File: config.mk
export PLATFORM = sky130hd
export DESIGN_NAME = sd_spi_init_sequencer_top
export DESIGN_NICKNAME = d
export VERILOG_FILES = /design/src/design/sd_init_pkg.sv /design/src/design/sd_spi_init_sequencer_top.sv
export SDC_FILE = /design/constraint.sdc
export NUM_CORES = 1
export LEC_CHECK = 0
export BUFFER_PORTS_ARGS = -buffer_cell sky130_fd_sc_hd__buf_2
export CELL_PAD_IN_SITES_DETAIL_PLACEMENT = 0
export CELL_PAD_IN_SITES_GLOBAL_PLACEMENT = 1
export CORE_MARGIN = 2
export CORE_UTILIZATION = 42
export DETAILED_ROUTE_END_ITERATION = 6
export GPL_TIMING_DRIVEN = 0
export PLACE_DENSITY_LB_ADDON = 0.1
export SYNTH_ARGS = -nofsm -noshare
export SYNTH_HDL_FRONTEND = slang
export SYNTH_SLANG_ARGS = --single-unit
File: constraint.sdc
create_clock -name clk -period 2.85 [get_ports clk]
set_input_delay 0.1425 -clock clk [delete_from_list [all_inputs] [get_ports clk]]
set_output_delay 0.1425 -clock clk [all_outputs]
set_load 0.01 [all_outputs]
File: src/design/sd_init_pkg.sv
// Types and constants shared by the SD card SPI-mode initialisation sequencer.
// Holds the input and result word layouts, card type codes and command numbers.
// No dependencies.
package sd_init_pkg;

  typedef struct packed {
    logic        req_type;
    logic [7:0]  resp_r1;
    logic [31:0] resp_extra;
  } in_item_t;

  typedef struct packed {
    logic        cmd_valid;
    logic [5:0]  cmd_index;
    logic [31:0] cmd_arg;
    logic [7:0]  cmd_crc;
    logic        idle_preamble;
    logic        read_extra;
    logic        done_res;
    logic [2:0]  card_type;
    logic        block_addressed;
    logic [7:0]  fail_code;
  } out_item_t;

  // Request kinds
  localparam logic REQ_START = 1'b0;

  // Card type codes
  localparam logic [2:0] KIND_NONE = 3'd0;
  localparam logic [2:0] KIND_MMC  = 3'd1;
  localparam logic [2:0] KIND_V1   = 3'd2;
  localparam logic [2:0] KIND_V2   = 3'd3;
  localparam logic [2:0] KIND_V2HC = 3'd4;

  // Command numbers
  localparam logic [5:0] CMD_GO_IDLE   = 6'd0;
  localparam logic [5:0] CMD_SEND_OP   = 6'd1;
  localparam logic [5:0] CMD_SEND_IF   = 6'd8;
  localparam logic [5:0] CMD_SET_BLEN  = 6'd16;
  localparam logic [5:0] CMD_APP_OP    = 6'd41;
  localparam logic [5:0] CMD_APP_CMD   = 6'd55;
  localparam logic [5:0] CMD_READ_OCR  = 6'd58;

  // Frame constants
  localparam logic [7:0]  CRC_CMD0    = 8'h95;
  localparam logic [7:0]  CRC_CMD8    = 8'h87;
  localparam logic [7:0]  CRC_DUMMY   = 8'h01;
  localparam logic [31:0] ARG_CMD8    = 32'h0000_01aa;
  localparam logic [31:0] ARG_HCS     = 32'h4000_0000;
  localparam logic [7:0]  ECHO_PATTERN = 8'haa;
  localparam logic [7:0]  ECHO_VOLT   = 8'h01;
  localparam logic [7:0]  R1_IDLE     = 8'h01;
  localparam logic [7:0]  R1_READY    = 8'h00;

  // Configuration register indexes
  localparam logic [1:0] CFG_RESET_RETRY = 2'd0;
  localparam logic [1:0] CFG_OP_RETRY    = 2'd1;
  localparam logic [1:0] CFG_BLOCK_LEN   = 2'd2;

  localparam logic [7:0]  RESET_RETRY_DEFAULT = 8'd20;
  localparam logic [15:0] OP_RETRY_DEFAULT    = 16'hffff;
  localparam logic [12:0] BLOCK_LEN_DEFAULT   = 13'd512;

endpackage

File: src/design/sd_spi_init_sequencer_top.sv
// SD card SPI-mode initialisation sequencer, command level.
// Depends on sd_init_pkg for word layouts, card codes and command numbers.
//
// Usage: send a start word (req_type 0) to begin; the block answers with the
// first CMD0 frame. Each later input word carries the polled R1 byte (and the
// four trailing bytes after CMD8/CMD58) of the last command, and yields either
// the next command frame or a done word with the card type and fail code.
// A response word arriving while idle or done produces no result.
// Configuration registers (CMD0 retry limit, op-cond poll limit, block length)
// are written through cfg_we/cfg_index/cfg_wdata; the user must write them only
// while no word is in flight, which the block itself does not enforce.
// Each word passes the input register, then the result register. Throughput is
// one word per cycle while out_stall is low; the state update is combinational.
// When out_stall is held, the result register holds its word and the input
// register stalls behind it; one word waits in each before in_stall rises.
// Reset (rst_n low, synchronous) empties both registers, returns the sequencer
// to idle and loads the default limits and block length.
module sd_spi_init_sequencer_top (
  input  logic                   clk,
  input  logic                   rst_n,
  input  logic                   in_valid,
  output logic                   in_stall,
  input  sd_init_pkg::in_item_t  in_data,
  output logic                   out_valid,
  input  logic                   out_stall,
  output sd_init_pkg::out_item_t out_data,
  input  logic                   cfg_we,
  input  logic [1:0]             cfg_index,
  input  logic [15:0]            cfg_wdata
);

  localparam logic [3:0] PH_IDLE      = 4'd0;
  localparam logic [3:0] PH_CMD0      = 4'd1;
  localparam logic [3:0] PH_CMD8      = 4'd2;
  localparam logic [3:0] PH_V2_APP    = 4'd3;
  localparam logic [3:0] PH_V2_OP     = 4'd4;
  localparam logic [3:0] PH_CMD58     = 4'd5;
  localparam logic [3:0] PH_PROBE_APP = 4'd6;
  localparam logic [3:0] PH_PROBE_OP  = 4'd7;
  localparam logic [3:0] PH_V1_APP    = 4'd8;
  localparam logic [3:0] PH_V1_OP     = 4'd9;
  localparam logic [3:0] PH_MMC_OP    = 4'd10;
  localparam logic [3:0] PH_CMD16     = 4'd11;
  localparam logic [3:0] PH_DONE      = 4'd12;

  logic [7:0]             reset_retry_r;
  logic [15:0]            op_retry_r;
  logic [12:0]            block_len_r;

  logic                   in_valid_r;
  sd_init_pkg::in_item_t  in_data_r;
  logic                   out_valid_r;
  sd_init_pkg::out_item_t out_data_r;

  logic [3:0]             phase_r, phase_nxt;
  logic [15:0]            try_r, try_nxt;
  logic [2:0]             kind_r, kind_nxt;

  sd_init_pkg::out_item_t res_nxt;
  logic                   has_res;
  logic                   advance;
  logic                   fire;

  function automatic sd_init_pkg::out_item_t make_cmd(
    input logic [5:0] idx, input logic [31:0] arg, input logic [7:0] crc,
    input logic pre, input logic extra);
    sd_init_pkg::out_item_t w;
    w               = '0;
    w.cmd_valid     = 1'b1;
    w.cmd_index     = idx;
    w.cmd_arg       = arg;
    w.cmd_crc       = crc;
    w.idle_preamble = pre;
    w.read_extra    = extra;
    return w;
  endfunction

  function automatic sd_init_pkg::out_item_t make_done(
    input logic [2:0] kind, input logic [7:0] fail);
    sd_init_pkg::out_item_t w;
    w                 = '0;
    w.done_res        = 1'b1;
    w.card_type       = kind;
    w.block_addressed = (kind == sd_init_pkg::KIND_V2HC);
    w.fail_code       = (kind == sd_init_pkg::KIND_NONE) ? fail : 8'd0;
    return w;
  endfunction

  // The result register frees up whenever it is empty or being taken.
  assign advance   = !out_valid_r || !out_stall;
  assign fire      = in_valid_r && advance;
  assign in_stall  = in_valid_r && !advance;
  assign out_valid = out_valid_r;
  assign out_data  = out_data_r;

  always_comb begin
    logic [7:0]  r1;
    logic [31:0] ex;
    r1        = in_data_r.resp_r1;
    ex        = in_data_r.resp_extra;
    res_nxt   = '0;
    has_res   = 1'b1;
    phase_nxt = phase_r;
    try_nxt   = try_r;
    kind_nxt  = kind_r;

    if (in_data_r.req_type == sd_init_pkg::REQ_START) begin
      kind_nxt  = sd_init_pkg::KIND_NONE;
      try_nxt   = 16'd1;
      phase_nxt = PH_CMD0;
      res_nxt   = make_cmd(sd_init_pkg::CMD_GO_IDLE, 32'd0, sd_init_pkg::CRC_CMD0, 1'b1, 1'b0);
    end else begin
      unique case (phase_r) inside
        PH_CMD0: begin
          if (r1 == sd_init_pkg::R1_IDLE) begin
            phase_nxt = PH_CMD8;
            res_nxt   = make_cmd(sd_init_pkg::CMD_SEND_IF, sd_init_pkg::ARG_CMD8,
                                 sd_init_pkg::CRC_CMD8, 1'b0, 1'b1);
          end else if (try_r < {8'd0, reset_retry_r}) begin
            try_nxt = try_r + 16'd1;
            res_nxt = make_cmd(sd_init_pkg::CMD_GO_IDLE, 32'd0, sd_init_pkg::CRC_CMD0,
                               1'b0, 1'b0);
          end else begin
            phase_nxt = PH_DONE;
            kind_nxt  = sd_init_pkg::KIND_NONE;
            res_nxt   = make_done(sd_init_pkg::KIND_NONE, r1);
          end
        end
        PH_CMD8: begin
          if (r1 == sd_init_pkg::R1_IDLE) begin
            if (ex[15:8] == sd_init_pkg::ECHO_VOLT && ex[7:0] == sd_init_pkg::ECHO_PATTERN) begin
              try_nxt   = 16'd1;
              phase_nxt = PH_V2_APP;
              res_nxt   = make_cmd(sd_init_pkg::CMD_APP_CMD, 32'd0, sd_init_pkg::CRC_DUMMY,
                                   1'b0, 1'b0);
            end else begin
              phase_nxt = PH_DONE;
              kind_nxt  = sd_init_pkg::KIND_NONE;
              res_nxt   = make_done(sd_init_pkg::KIND_NONE, r1);
            end
          end else begin
            phase_nxt = PH_PROBE_APP;
            res_nxt   = make_cmd(sd_init_pkg::CMD_APP_CMD, 32'd0, sd_init_pkg::CRC_DUMMY,
                                 1'b0, 1'b0);
          end
        end
        PH_V2_APP: begin
          phase_nxt = PH_V2_OP;
          res_nxt   = make_cmd(sd_init_pkg::CMD_APP_OP, sd_init_pkg::ARG_HCS,
                               sd_init_pkg::CRC_DUMMY, 1'b0, 1'b0);
        end
        PH_PROBE_APP: begin
          phase_nxt = PH_PROBE_OP;
          res_nxt   = make_cmd(sd_init_pkg::CMD_APP_OP, 32'd0, sd_init_pkg::CRC_DUMMY,
                               1'b0, 1'b0);
        end
        PH_V1_APP: begin
          phase_nxt = PH_V1_OP;
          res_nxt   = make_cmd(sd_init_pkg::CMD_APP_OP, 32'd0, sd_init_pkg::CRC_DUMMY,
                               1'b0, 1'b0);
        end
        PH_V2_OP: begin
          if (r1 == sd_init_pkg::R1_READY) begin
            phase_nxt = PH_CMD58;
            res_nxt   = make_cmd(sd_init_pkg::CMD_READ_OCR, 32'd0, sd_init_pkg::CRC_DUMMY,
                                 1'b0, 1'b1);
          end else if (try_r < op_retry_r) begin
            try_nxt   = try_r + 16'd1;
            phase_nxt = PH_V2_APP;
            res_nxt   = make_cmd(sd_init_pkg::CMD_APP_CMD, 32'd0, sd_init_pkg::CRC_DUMMY,
                                 1'b0, 1'b0);
          end else begin
            phase_nxt = PH_DONE;
            kind_nxt  = sd_init_pkg::KIND_NONE;
            res_nxt   = make_done(sd_init_pkg::KIND_NONE, r1);
          end
        end
        PH_CMD58: begin
          phase_nxt = PH_DONE;
          if (r1 == sd_init_pkg::R1_READY) begin
            // The CCS bit of the OCR marks a high capacity card.
            kind_nxt = ex[30] ? sd_init_pkg::KIND_V2HC : sd_init_pkg::KIND_V2;
            res_nxt  = make_done(ex[30] ? sd_init_pkg::KIND_V2HC : sd_init_pkg::KIND_V2,
                                 8'd0);
          end else begin
            kind_nxt = sd_init_pkg::KIND_NONE;
            res_nxt  = make_done(sd_init_pkg::KIND_NONE, r1);
          end
        end
        PH_PROBE_OP: begin
          try_nxt = 16'd1;
          if (r1[7:1] == 7'd0) begin
            kind_nxt  = sd_init_pkg::KIND_V1;
            phase_nxt = PH_V1_APP;
            res_nxt   = make_cmd(sd_init_pkg::CMD_APP_CMD, 32'd0, sd_init_pkg::CRC_DUMMY,
                                 1'b0, 1'b0);
          end else begin
            kind_nxt  = sd_init_pkg::KIND_MMC;
            phase_nxt = PH_MMC_OP;
            res_nxt   = make_cmd(sd_init_pkg::CMD_SEND_OP, 32'd0, sd_init_pkg::CRC_DUMMY,
                                 1'b0, 1'b0);
          end
        end
        PH_V1_OP, PH_MMC_OP: begin
          if (r1 == sd_init_pkg::R1_READY) begin
            phase_nxt = PH_CMD16;
            res_nxt   = make_cmd(sd_init_pkg::CMD_SET_BLEN, {19'd0, block_len_r},
                                 sd_init_pkg::CRC_DUMMY, 1'b0, 1'b0);
          end else if (try_r < op_retry_r) begin
            try_nxt = try_r + 16'd1;
            if (phase_r == PH_V1_OP) begin
              phase_nxt = PH_V1_APP;
              res_nxt   = make_cmd(sd_init_pkg::CMD_APP_CMD, 32'd0, sd_init_pkg::CRC_DUMMY,
                                   1'b0, 1'b0);
            end else begin
              res_nxt = make_cmd(sd_init_pkg::CMD_SEND_OP, 32'd0, sd_init_pkg::CRC_DUMMY,
                                 1'b0, 1'b0);
            end
          end else begin
            phase_nxt = PH_DONE;
            kind_nxt  = sd_init_pkg::KIND_NONE;
            res_nxt   = make_done(sd_init_pkg::KIND_NONE, r1);
          end
        end
        PH_CMD16: begin
          phase_nxt = PH_DONE;
          if (r1 == sd_init_pkg::R1_READY) begin
            res_nxt = make_done(kind_r, 8'd0);
          end else begin
            kind_nxt = sd_init_pkg::KIND_NONE;
            res_nxt  = make_done(sd_init_pkg::KIND_NONE, r1);
          end
        end
        default: begin
          // Idle or done: a stray response word is dropped.
          has_res = 1'b0;
        end
      endcase
    end
  end

  always_ff @(posedge clk) begin
    if (!rst_n) begin
      reset_retry_r <= sd_init_pkg::RESET_RETRY_DEFAULT;
      op_retry_r    <= sd_init_pkg::OP_RETRY_DEFAULT;
      block_len_r   <= sd_init_pkg::BLOCK_LEN_DEFAULT;
    end else if (cfg_we) begin
      unique case (cfg_index)
        sd_init_pkg::CFG_RESET_RETRY: reset_retry_r <= cfg_wdata[7:0];
        sd_init_pkg::CFG_OP_RETRY:    op_retry_r    <= cfg_wdata;
        sd_init_pkg::CFG_BLOCK_LEN:   block_len_r   <= cfg_wdata[12:0];
        default: ;
      endcase
    end
  end

  always_ff @(posedge clk) begin
    if (!rst_n) begin
      in_valid_r  <= 1'b0;
      out_valid_r <= 1'b0;
      phase_r     <= PH_IDLE;
      try_r       <= 16'd0;
      kind_r      <= sd_init_pkg::KIND_NONE;
    end else begin
      if (!in_stall) begin
        in_valid_r <= in_valid;
      end
      if (advance) begin
        out_valid_r <= fire && has_res;
      end
      if (fire) begin
        phase_r <= phase_nxt;
        try_r   <= try_nxt;
        kind_r  <= kind_nxt;
      end
    end
  end

  always_ff @(posedge clk) begin
    if (!in_stall && in_valid) begin
      in_data_r <= in_data;
    end
    if (fire) begin
      out_data_r <= res_nxt;
    end
  end

endmodule
==> results of run 1 <==
==> layout make-up <==
class / instances / area share
Clock buffer: 20 / 0.0576
Buffer: 55 / 0.0409
Inverter: 35 / 0.0158
Timing Repair Buffer: 135 / 0.108
Sequential cell: 127 / 0.384
Clock inverter: 12 / 0.0173
Multi-Input combinational cell: 467 / 0.348
Tap cell: 188 / 0.0283
==> metal layers <==
metal | global-route usage | vias to the layer above
li1 | - | 2703
met1 | 0.318 | 2576
met2 | 0.333 | 160
met3 | 0.0467 | 23
met4 | 0.0705 | 0
met5 | 0 | -
==> kinds of logic (layout without fill, tap and decap cells) <==
group | count (synthesis) | count (layout) | share of synthesized area
xor gates and xnor gates | 2 | 2 | 0.00272
AOI/OAI and AO/OA | 151 | 151 | 0.160
muxes | 2 | 2 | 0.00311
buffers and inverters | 90 | 257 | 0.0733
other | 1 | 21 | 0.000583
adders and majority gates | 25 | 25 | 0.0478
and+or+nand+nor | 266 | 266 | 0.216
DFF | 127 | 127 | 0.496
==> Yosys cell counts (19+ instances only) <==
cell      instances
a21oi_1          39
and2_1           19
buf_4            24
clkbuf_1         23
dfxtp_1          62
edfxtp_1         65
ha_1             23
inv_1            35
nand2_1          95
nor2_1           31
o211ai_1         22
o21ai_0          33
==> stage by stage <==
step                setup TNS [ns]  setup WS, ns  instance area [um2]  utilization  std cells
floorplan                        0         0.371                 6510            -        684
global placement             -2.46        -0.176                 7200        0.477        963
detailed placement           -3.48        -0.262                 7220        0.478        964
CTS                              0        0.0657                 8280        0.549       1039
global route                     0       0.00614                 8310        0.551       1039
finish                           0        0.0696                 8310        0.551       1039
==> final timing paths <==
path | startpoint | endpoint | slack, ns | cells after the start
setup / recovery | in_data_r[34]$_DFFE_PP_ | out_data[15]$_SDFFCE_PN1P_ | 0.07 | 6
hold / removal | cfg_wdata[0] | op_retry_r[0]$_SDFFE_PN1P_ | 0.02 | 3
setup reg to reg | in_data_r[34]$_DFFE_PP_ | out_data[15]$_SDFFCE_PN1P_ | 0.07 | 6
hold reg to reg | kind_r[2]$_SDFFE_PN0P_ | kind_r[2]$_SDFFE_PN0P_ | 0.45 | 2
==> state kept, by name (all words and copies together), names as in the netlist <==
signal	count
reset_retry_r	8
kind_r	3
in_valid_r	1
try_r	16
out_data	39
out_valid	1
block_len_r	13
in_data_r	26
op_retry_r	16
phase_r	4
==> timing repair <==
action,4_1_cts,5_1_grt
hold endpoints to repair,50,0
setup buffers,2,0
gates resized for setup,5,7
pin swaps,2,0
hold buffers,41,0
endpoints found under the setup margin,26,27
==> worst max-delay path, stage by stage (launching register included) <==
cell and delay (ns):
edfxtp_1 0.41, or4_1 0.57, or4_4 0.50, nor2_8 0.21, a31oi_4 0.10, maj3_1 0.39, o21ai_1 0.35
==> power by group through the flow <==
stage | registers [mW] | logic (mW) | clock network [mW]
2_1_floorplan | 2.07 | 0.223 | 0
3_3_place_gp | 2.07 | 0.367 | 0
3_5_place_dp | 2.07 | 0.376 | 0
4_1_cts | 2.03 | 0.423 | 2.31
5_1_grt | 2.03 | 0.468 | 2.39
6_report | 2.03 | 0.428 | 2.28
==> run summary, run 1 <==
=======================================================================================
Number of antenna violations at the first check in global routing                     0
Highest Clock Rate                                                              360 MHz
Maximum level of the CTS H-tree                                                       4
RSZ-0062 raised after global routing                                                 no
Most area-hungry cell type in the Yosys netlist                                edfxtp_1
Half-perimeter wire length after placement                                      12.6 mm
Max-slew violation total from the final report                                        0
Crit share post-route                                                             0.976
Internal power contribution                                                     3.59 mW
Transition time at the pin with the least slew margin                          0.950 ns
Number of unique standard cell types used by synthesis                               74
GP Congestion                                                                     0.881
Main synth FF type                                                             edfxtp_1
Inserted Diodes                                                                       0
Worst clock skew                                                             0.00862 ns
Final hold slack                                                              0.0185 ns
Remaining global-route overflow                                                       0
Portion of the post-synthesis area used by sequential elements                    0.496
DR WL met2                                                                      7.71 mm
Clock sinks                                                                         127
Relative slew margins                                                             0.361
Type of element capturing the critical path                                        flop
First-pass GRT wire length                                                      27.6 mm
Sequential cell area                                                           3200 um2
Clk pwr share                                                                     0.481
Number of setup violations in the final report                                        0
Type of the worst min-delay path                                           primary input to flop
Switching share of total power                                                    0.241
Syn-to-layout area delta                                                          29.2%
Top area cells in the synthesized netlist                                  edfxtp_1 30%, dfxtp_1 19%, nand2_1 5.5%, ha_1 4.5%, a21oi_1 3.0%
Yosys synthesis warning count                                                         0
LEAKAGE                                                                         3.50 nW
Number of buffers on the longest clock path                                           2
Total wire length after detailed routing                                        17.5 mm
Combinational share of power                                                      0.091
Filler cell count                                                                 1,352
Status                                                                     complete, no violations
Number of buffers inserted during clock tree synthesis                               17
Cell area power density                                                      569 nW/um2
Most common library cell in the layout ignoring fill and taps                   nand2_1
Fraction of layout instances using a drive strength above 1                       0.219
Worst Setup Path Type                                                      flop to flop
Most used cells in the layout excluding fill and tap cells                 95 x nand2_1, 93 x buf_2, 65 x edfxtp_1
Vias in the first global route                                                    5,181
Multi-input logic area                                                         2890 um2
Count of input and output buffers                                                    91
Std-Cell Rows                                                                        45
Max layer used                                                                     met4
Number of violations reported at the end of detailed-routing iteration 0            334
Width of the die                                                                 128 um
Data arrival time of the critical path                                          2.96 ns
Clk slew on worst S/H paths                                                     0.06 ns
Detail Route Antenna Nets                                                             0
Net switching component of the power                                            1.14 mW
Share of the synthesized area in the top cell type                                0.303
Total DRC errors in the routed layout                                                 0
Die Outline Area                                                             16,300 um2
Avg WL per Cell                                                                 16.8 um
Clock tree from TritonCTS                                                           yes
Total power                                                                     4.73 mW
Number of ports placed on the die boundary                                          128
Number of flops mapped to enable cells by yosys                                      65
1st-pass router iterations                                                            5
Period minus WS final                                                           2.78 ns
Max FO, Critical Path                                                                 8
Synthesized area per cell                                                      9.69 um2
Starting utilization of the core area                                             0.426
Post-DR vias/cell                                                                  5.26
Launching element type of the critical path                                        flop
Number of register bits inferred by synthesis                                       127
Total via count in the routed design                                              5,462
Pin count of the biggest net entering global routing                                 41
Synthesized netlist cell count                                                      664
Clock insertion delay at the later pin of the skew report                       0.42 ns
DR WL met3                                                                       947 um
Max-capacitance violation count                                                       0
Sequential Power Share                                                            0.429
Clock Tree Root                                                               clkbuf_16
Hold Vio Cnt, Final                                                                   0
Worst supply voltage drop on vdd                                               0.360 mV
Worst endpoint required time                                                    3.03 ns
Met1 Wirelength                                                                 8.58 mm
Die extent in y                                                                  128 um
Post-synthesis cell area                                                       6430 um2
Area inside the core boundary                                                15,100 um2
Async set-or-reset flop fraction in the synthesized netlist                           0
Total routing usage reported by global routing                                    0.221
Layout Nets                                                                         925
=======================================================================================
Power figures use the tool's default switching activity.
==> run 2, diff against run 1 <==
==> constraint.sdc (replaced) <==
create_clock -name clk -period 2.85 [get_ports clk]
set_input_delay 0.285 -clock clk [delete_from_list [all_inputs] [get_ports clk]]
set_output_delay 0.285 -clock clk [all_outputs]
set_load 0.01 [all_outputs]
==> run 2 against run 1 <==
Clock skew about the same; setup slack gained 0.017 ns; design area fell by 4.9%; maximum frequency grew 0.63%; sequential share of layout area grew 2.0 points; flip-flop and latch count unchanged; utilization fell by 2.7 points; sequential power hardly changed; clock power barely moved; count of clock-buffer cells in the layout stayed put; critical path depth is the same; cell count shrank 3.8%; critical endpoint unchanged; highest routed layer unchanged.
==> run summary, run 2 (synthesis results as in run 1) <==
=======================================================================================
Status                                                                     complete, no violations
Worst hold path depth                                                                 1
Clock sinks                                                                         127
Launching element type of the critical path                                        flop
Number of buffers inserted during clock tree synthesis                               17
Setup slack, reg-to-reg                                                         0.09 ns
Avg WL per Cell                                                                 16.9 um
Highest Clock Rate                                                              362 MHz
Half-perimeter wire length after placement                                      12.6 mm
Total power                                                                     4.68 mW
GR Util met1                                                                      0.313
Grt peak-use layer                                                                 met1
Max-slew violation total from the final report                                        0
Post-DR vias/cell                                                                  5.28
Clock Tree Root                                                               clkbuf_16
Net switching component of the power                                            1.13 mW
Vias in the first global route                                                    4,935
Die extent in y                                                                  128 um
1st-pass router iterations                                                            4
Total routing usage reported by global routing                                    0.213
Clock insertion delay at the later pin of the skew report                       0.42 ns
Starting utilization of the core area                                             0.426
Area inside the core boundary                                                15,100 um2
Clk slew on worst S/H paths                                                     0.06 ns
Worst supply voltage drop on vdd                                               0.360 mV
Worst endpoint required time                                                    3.04 ns
Clock tree from TritonCTS                                                           yes
Max FO, Critical Path                                                                 8
Syn-to-layout area delta                                                          22.9%
Fraction of layout instances using a drive strength above 1                       0.230
Total wire length after detailed routing                                        16.9 mm
Cell area power density                                                      592 nW/um2
Worst clock skew                                                             0.00819 ns
Maximum level of the CTS H-tree                                                       4
Clk pwr share                                                                     0.485
Worst Reg2Reg Path Length in Cells                                                    6
Number of ports placed on the die boundary                                          128
Sequential Power Share                                                            0.433
Count of hold buffers inserted by post-cts repair                                     0
Number of setup violations in the final report                                        0
Layout Nets                                                                         884
Data arrival time of the critical path                                          2.95 ns
Total DRC errors in the routed layout                                                 0
Max-capacitance violation count                                                       0
Count of input and output buffers                                                    91
Period minus WS final                                                           2.76 ns
Hold Vio Cnt, Final                                                                   0
Number of antenna violations at the first check in global routing                     0
Relative slew margins                                                             0.388
Capture point of the worst reg-to-reg path                                 out_data[15]$_SDFFCE_PN1P_
Pin count of the biggest net entering global routing                                 41
Detail Route Antenna Nets                                                             0
Worst Setup Path Type                                                      flop to flop
Std-Cell Rows                                                                        45
Combinational share of power                                                      0.082
Most used cells in the layout excluding fill and tap cells                 95 x nand2_1, 93 x buf_2, 65 x edfxtp_1
Number of violations reported at the end of detailed-routing iteration 0            310
Hold path endpoint                                                         in_data_r[34]$_DFFE_PP_
Final standard cell utilization of the core                                       0.524
Die Outline Area                                                             16,300 um2
Type of the worst min-delay path                                           primary input to flop
Type of element capturing the critical path                                        flop
GP Congestion                                                                     0.881
Switching share of total power                                                    0.241
M2 GR Usage                                                                       0.310
Total via count in the routed design                                              5,279
R2R Path Start                                                             in_data_r[34]$_DFFE_PP_
First-pass GRT wire length                                                      26.6 mm
Internal power contribution                                                     3.55 mW
Met3 routing resource usage after global routing                                 0.0472
Flip-flop count of the largest register after layout                                 39
Launch point of the worst hold path                                         in_data[34]
Number of buffers on the longest clock path                                           2
Width of the die                                                                 128 um
Remaining global-route overflow                                                       0
Crit share post-route                                                             0.969
LEAKAGE                                                                         3.32 nW
RSZ-0062 raised after global routing                                                 no
Transition time at the pin with the least slew margin                          0.910 ns
Most common library cell in the layout ignoring fill and taps                   nand2_1
=======================================================================================
-- run 2: cell count changes in the layout (fill, tap and decap cells not counted) --
cell	before	now
dlygate4sd3_1	41	0
diode_2	0	1
-- run 2: final cells by class --
| class | instances | area [um2] |
|---|---|---|
| tap | 188 | 235 |
| timing repair buffer | 94 | 485 |
| multi-input combinational | 467 | 2890 |
| sequential | 127 | 3200 |
| buffer | 55 | 340 |
| antenna | 1 | 2.50 |
| fill | 1384 | 7180 |
| clock inverter | 12 | 144 |
| inverter | 35 | 131 |
| clock buffer | 20 | 479 |
-- run 2: how the worst max path moves through the flow --
stage / to / from / slack [ns]
final: out_data[15]$_SDFFCE_PN1P_ / in_data_r[34]$_DFFE_PP_ / 0.09
after global routing: try_r[0]$_SDFFE_PN0P_ / try_r[6]$_SDFFE_PN0P_ / 0.006
after CTS: try_r[5]$_SDFFE_PN0P_ / try_r[2]$_SDFFE_PN0P_ / 0.07
after detailed placement: try_r[5]$_SDFFE_PN0P_ / try_r[13]$_SDFFE_PN0P_ / -0.26
after global placement: try_r[3]$_SDFFE_PN0P_ / try_r[13]$_SDFFE_PN0P_ / -0.18
after floorplan: try_r[0]$_SDFFE_PN0P_ / try_r[7]$_SDFFE_PN0P_ / 0.37
-- run 2: layer usage --
layer | vias to the layer above | share of wire
li1 | 2622 | -
met1 | 2469 | 0.50
met2 | 166 | 0.43
met3 | 22 | 0.056
met4 | 0 | 0.014
met5 | - | 0
-- run 2: power groups by stage --
stage / clock, mW / sequential (mW) / combinational (mW)
3_3_place_gp: 0 / 2.07 / 0.367
2_1_floorplan: 0 / 2.07 / 0.223
5_1_grt: 2.39 / 2.03 / 0.420
3_5_place_dp: 0 / 2.07 / 0.376
4_1_cts: 2.31 / 2.03 / 0.381
6_report: 2.27 / 2.03 / 0.383
-- run 2: what timing repair did --
action | CTS | global route
buffers inserted | 2 | 0
pin swaps | 2 | 0
setup endpoints to repair | 26 | 27
gates resized for setup | 5 | 7
-- run 2: critical path, cell delays in order (launching register included) --
cell,delay [ns]
edfxtp_1,0.41
or4_1,0.57
or4_4,0.50
nor2_8,0.21
a31oi_4,0.10
maj3_1,0.39
o21ai_1,0.34
-- run 2: through the flow --
stage	worst slack (ns)	hold WS (ns)	setup TNS, ns	cell area (um2)	instances
2_1_floorplan	0.371	0.384	0	6510	684
3_3_place_gp	-0.176	0.441	-2.46	7200	963
3_5_place_dp	-0.262	0.449	-3.48	7220	964
4_1_cts	0.0657	0.0167	0	7870	998
5_1_grt	0.00614	0.0163	0	7900	998
6_report	0.0870	0.0334	0	7910	999
==> run 3, diff against run 2 <==
ABC_AREA = 1   (was unset)
CORE_MARGIN = 4   (was 2)
CORE_UTILIZATION = 41   (was 42)
==> run 3 against run 2 <==
Maximum frequency is 14% higher; power is 0.44% higher; clock skew hardly changed; highest routed layer unchanged; combinational power is 21% higher; setup slack better by 0.34 ns; largest power group unchanged; critical path depth is 7 higher; cell count is 8.5% higher; area after synthesis is 2.1% lower.
==> run summary, run 3 <==
=======================================================================================
Status                                                                     complete, no violations
Layout Nets                                                                         970
Number of antenna violations at the first check in global routing                     0
Async set-or-reset flop fraction in the synthesized netlist                           0
Number of unique standard cell types used by synthesis                               41
Clock sinks                                                                         127
Worst Setup Path Type                                                      flop to flop
Largest family of logic cells by synthesized area                          simple AND/OR/NAND/NOR gates
Filler cell count                                                                 1,498
Data arrival time of the critical path                                          2.72 ns
Transition time at the pin with the least slew margin                          0.976 ns
Setup slack, reg-to-reg                                                         0.43 ns
Share of the synthesized area in the top cell type                                0.310
Switching share of total power                                                    0.249
Area inside the core boundary                                                15,100 um2
Post-layout worst setup margin                                                 0.432 ns
Clock tree from TritonCTS                                                           yes
Width of the die                                                                 132 um
Cell with the most instances after synthesis                                    nand2_1
Critical path cell sequence                                                inv_1 > ha_1 > nand2_1 > inv_1 > o21ai_0 > a21oi_1 > nor2_2 > nand3_1 > nand2_1 > nand3_4 > buf_4 > a21oi_1 > nor2_1
Worst clock skew                                                             0.00794 ns
1st-pass router iterations                                                            4
Worst supply voltage drop on vdd                                               0.410 mV
Number of flops mapped to enable cells by yosys                                      65
Pin count of the biggest net entering global routing                                 42
Fraction of layout instances using a drive strength above 1                       0.204
Type of the worst min-delay path                                           primary input to flop
Hold Vio Cnt, Final                                                                   0
Fraction of synthesized area in multiplexers                                          0
Number of register bits inferred by synthesis                                       127
GP Congestion                                                                     0.918
Number of setup violations in the final report                                        0
Portion of the post-synthesis area used by sequential elements                    0.507
Period minus WS final                                                           2.42 ns
LEAKAGE                                                                         3.61 nW
Leading post-synthesis cells by instance count                             137 x nand2_1, 105 x inv_1, 100 x nor2_1
Worst Reg2Reg Path Length in Cells                                                   13
Yosys synthesis warning count                                                         0
Post-DR vias/cell                                                                  4.78
Detail Route Antenna Nets                                                             0
Max-slew violation total from the final report                                        0
Highest cell delay on the worst timing path                                     0.32 ns
Syn-to-layout area delta                                                          21.7%
Flip-flop count of the largest register after layout                                 39
Worst endpoint required time                                                    3.15 ns
Post-synthesis simple-gate area fraction                                          0.222
Type of element capturing the critical path                                        flop
Starting utilization of the core area                                             0.416
Highest Clock Rate                                                              414 MHz
Vias in the first global route                                                    5,016
Count of cells resized by post-cts repair                                             0
Die extent in y                                                                  132 um
Most used cells in the layout excluding fill and tap cells                 137 x nand2_1, 104 x inv_1, 99 x nor2_1
Cell area power density                                                      613 nW/um2
Total wire length after detailed routing                                        15.2 mm
Adder-Cell Fraction of Synth Area                                                0.0457
Launching element type of the critical path                                        flop
Post-synthesis cell area                                                       6300 um2
Relative slew margins                                                             0.348
Inserted Diodes                                                                       0
Final-layout setup total negative slack                                            0 ns
Highest-delay cell along the critical path                                         ha_1
Fraction of the mapped netlist area in compound gates                             0.106
Total routing usage reported by global routing                                    0.181
Max FO, Critical Path                                                                10
Top area cells in the synthesized netlist                                  edfxtp_1 31%, dfxtp_1 20%, nand2_1 8.2%, inv_1 6.3%, nor2_1 6.0%
First-pass GRT wire length                                                      25.3 mm
Crit share post-route                                                             0.849
Combinational share of power                                                      0.099
Remaining global-route overflow                                                       0
Number of buffers on the longest clock path                                           2
Clk pwr share                                                                     0.463
Die Outline Area                                                             17,400 um2
Total via count in the routed design                                              5,186
Buffer count from post-CTS setup fixing                                               0
Worst slack after detailed placement                                           0.247 ns
RSZ-0062 raised after global routing                                                 no
Hold path endpoint                                                         in_data_r[11]$_DFFE_PP_
Worst hold path depth                                                                 1
Capture point of the worst reg-to-reg path                                 try_r[6]$_SDFFE_PN0P_
Start point of the critical path                                           op_retry_r[9]$_SDFFE_PN1P_
Clock Tree Root                                                               clkbuf_16
Clock insertion delay at the later pin of the skew report                       0.41 ns
Synthesized area per cell                                                      8.36 um2
Most area-hungry cell type in the Yosys netlist                                edfxtp_1
Number of ports placed on the die boundary                                          128
Avg WL per Cell                                                                 14.0 um
Number of buffers inserted during clock tree synthesis                               17
Total DRC errors in the routed layout                                                 0
Internal power contribution                                                     3.53 mW
Number of violations reported at the end of detailed-routing iteration 0            248
R2R Path Start                                                             op_retry_r[9]$_SDFFE_PN1P_
Most common library cell in the layout ignoring fill and taps                   nand2_1
Sequential Power Share                                                            0.439
Clk slew on worst S/H paths                                                     0.06 ns
Main synth FF type                                                             edfxtp_1
Half-perimeter wire length after placement                                      11.8 mm
Synthesized netlist cell count                                                      754
Count of input and output buffers                                                    90
Count of hold buffers inserted by post-cts repair                                     0
Launch point of the worst hold path                                         in_data[11]
Net switching component of the power                                            1.17 mW
Max-capacitance violation count                                                       0
Maximum level of the CTS H-tree                                                       4
Std-Cell Rows                                                                        45
Synth Area in XOR/XNOR                                                          0.00695
Final hold slack                                                              0.0449 ns
=======================================================================================
run 3: cell count changes after synthesis, sizes merged, moves of 14 or more:
cell,change
a21boi,-14
and2,-22
and3,-16
clkbuf,-16
inv,+83
nand2,+44
nand3,+22
nor2,+73
nor2b,-14
run 3: worst max-delay path, delay by kind of cell (launching register included):
family / cells / cell delay (ns)
fa+ha+maj: 1 / 0.32
simple gates: 6 / 0.98
buf+inv: 3 / 0.35
flops: 1 / 0.31
compound gates: 3 / 0.35
run 3: final cells by class:
cell class,instances,area [um2],share of cell area
multi-input cells,487,2480,0.324
inverters,118,443,0.0578
flip-flops and latches,127,3190,0.416
clock buffers,18,450,0.0587
well taps,188,235,0.0307
clock inverters,14,153,0.0199
repair buffers,90,450,0.0587
plain buffers,42,260,0.0339
run 3: metrics by stage:
| step | instance area, um2 | cells | util | power (mW) |
|---|---|---|---|---|
| 2_1_floorplan | 6380 | 774 | - | 2.41 |
| 5_1_grt | 7670 | 1084 | 0.506 | 4.92 |
| 3_3_place_gp | 7060 | 1052 | 0.466 | 2.56 |
| 6_report | 7670 | 1084 | 0.506 | 4.70 |
| 3_5_place_dp | 7060 | 1052 | 0.466 | 2.57 |
| 4_1_cts | 7670 | 1084 | 0.506 | 4.76 |
run 3: kinds of logic (layout without fill, tap and decap cells):
| family | Yosys count | count (layout) |
|---|---|---|
| AOI/OAI and AO/OA | 117 | 117 |
| xor gates and xnor gates | 5 | 5 |
| adders and majority gates | 23 | 23 |
| buffers and inverters | 160 | 282 |
| DFF | 127 | 127 |
| other | 1 | 21 |
| and+or+nand+nor | 321 | 321 |
run 3: routing by layer:
metal / vias to the layer above / global-route usage / share of wire
li1: 2708 / - / -
met1: 2359 / 0.253 / 0.50
met2: 104 / 0.276 / 0.44
met3: 15 / 0.0439 / 0.044
met4: 0 / 0.0595 / 0.013
met5: - / 0 / 0
run 3: how the worst max path moves through the flow:
stage | slack, ns | end
after floorplan | 0.54 | try_r[1]$_SDFFE_PN0P_
after global placement | -0.08 | try_r[7]$_SDFFE_PN0P_
after detailed placement | 0.25 | try_r[6]$_SDFFE_PN0P_
after CTS | 0.24 | try_r[1]$_SDFFE_PN0P_
after global routing | 0.17 | try_r[6]$_SDFFE_PN0P_
final | 0.43 | try_r[6]$_SDFFE_PN0P_
run 3: power groups by stage:
stage	clock network (mW)	registers (mW)	logic (mW)
CTS	2.23	2.06	0.466
finish	2.18	2.06	0.463
floorplan	0	2.10	0.304
global route	2.31	2.07	0.534
global placement	0	2.10	0.459
detailed placement	0	2.10	0.464
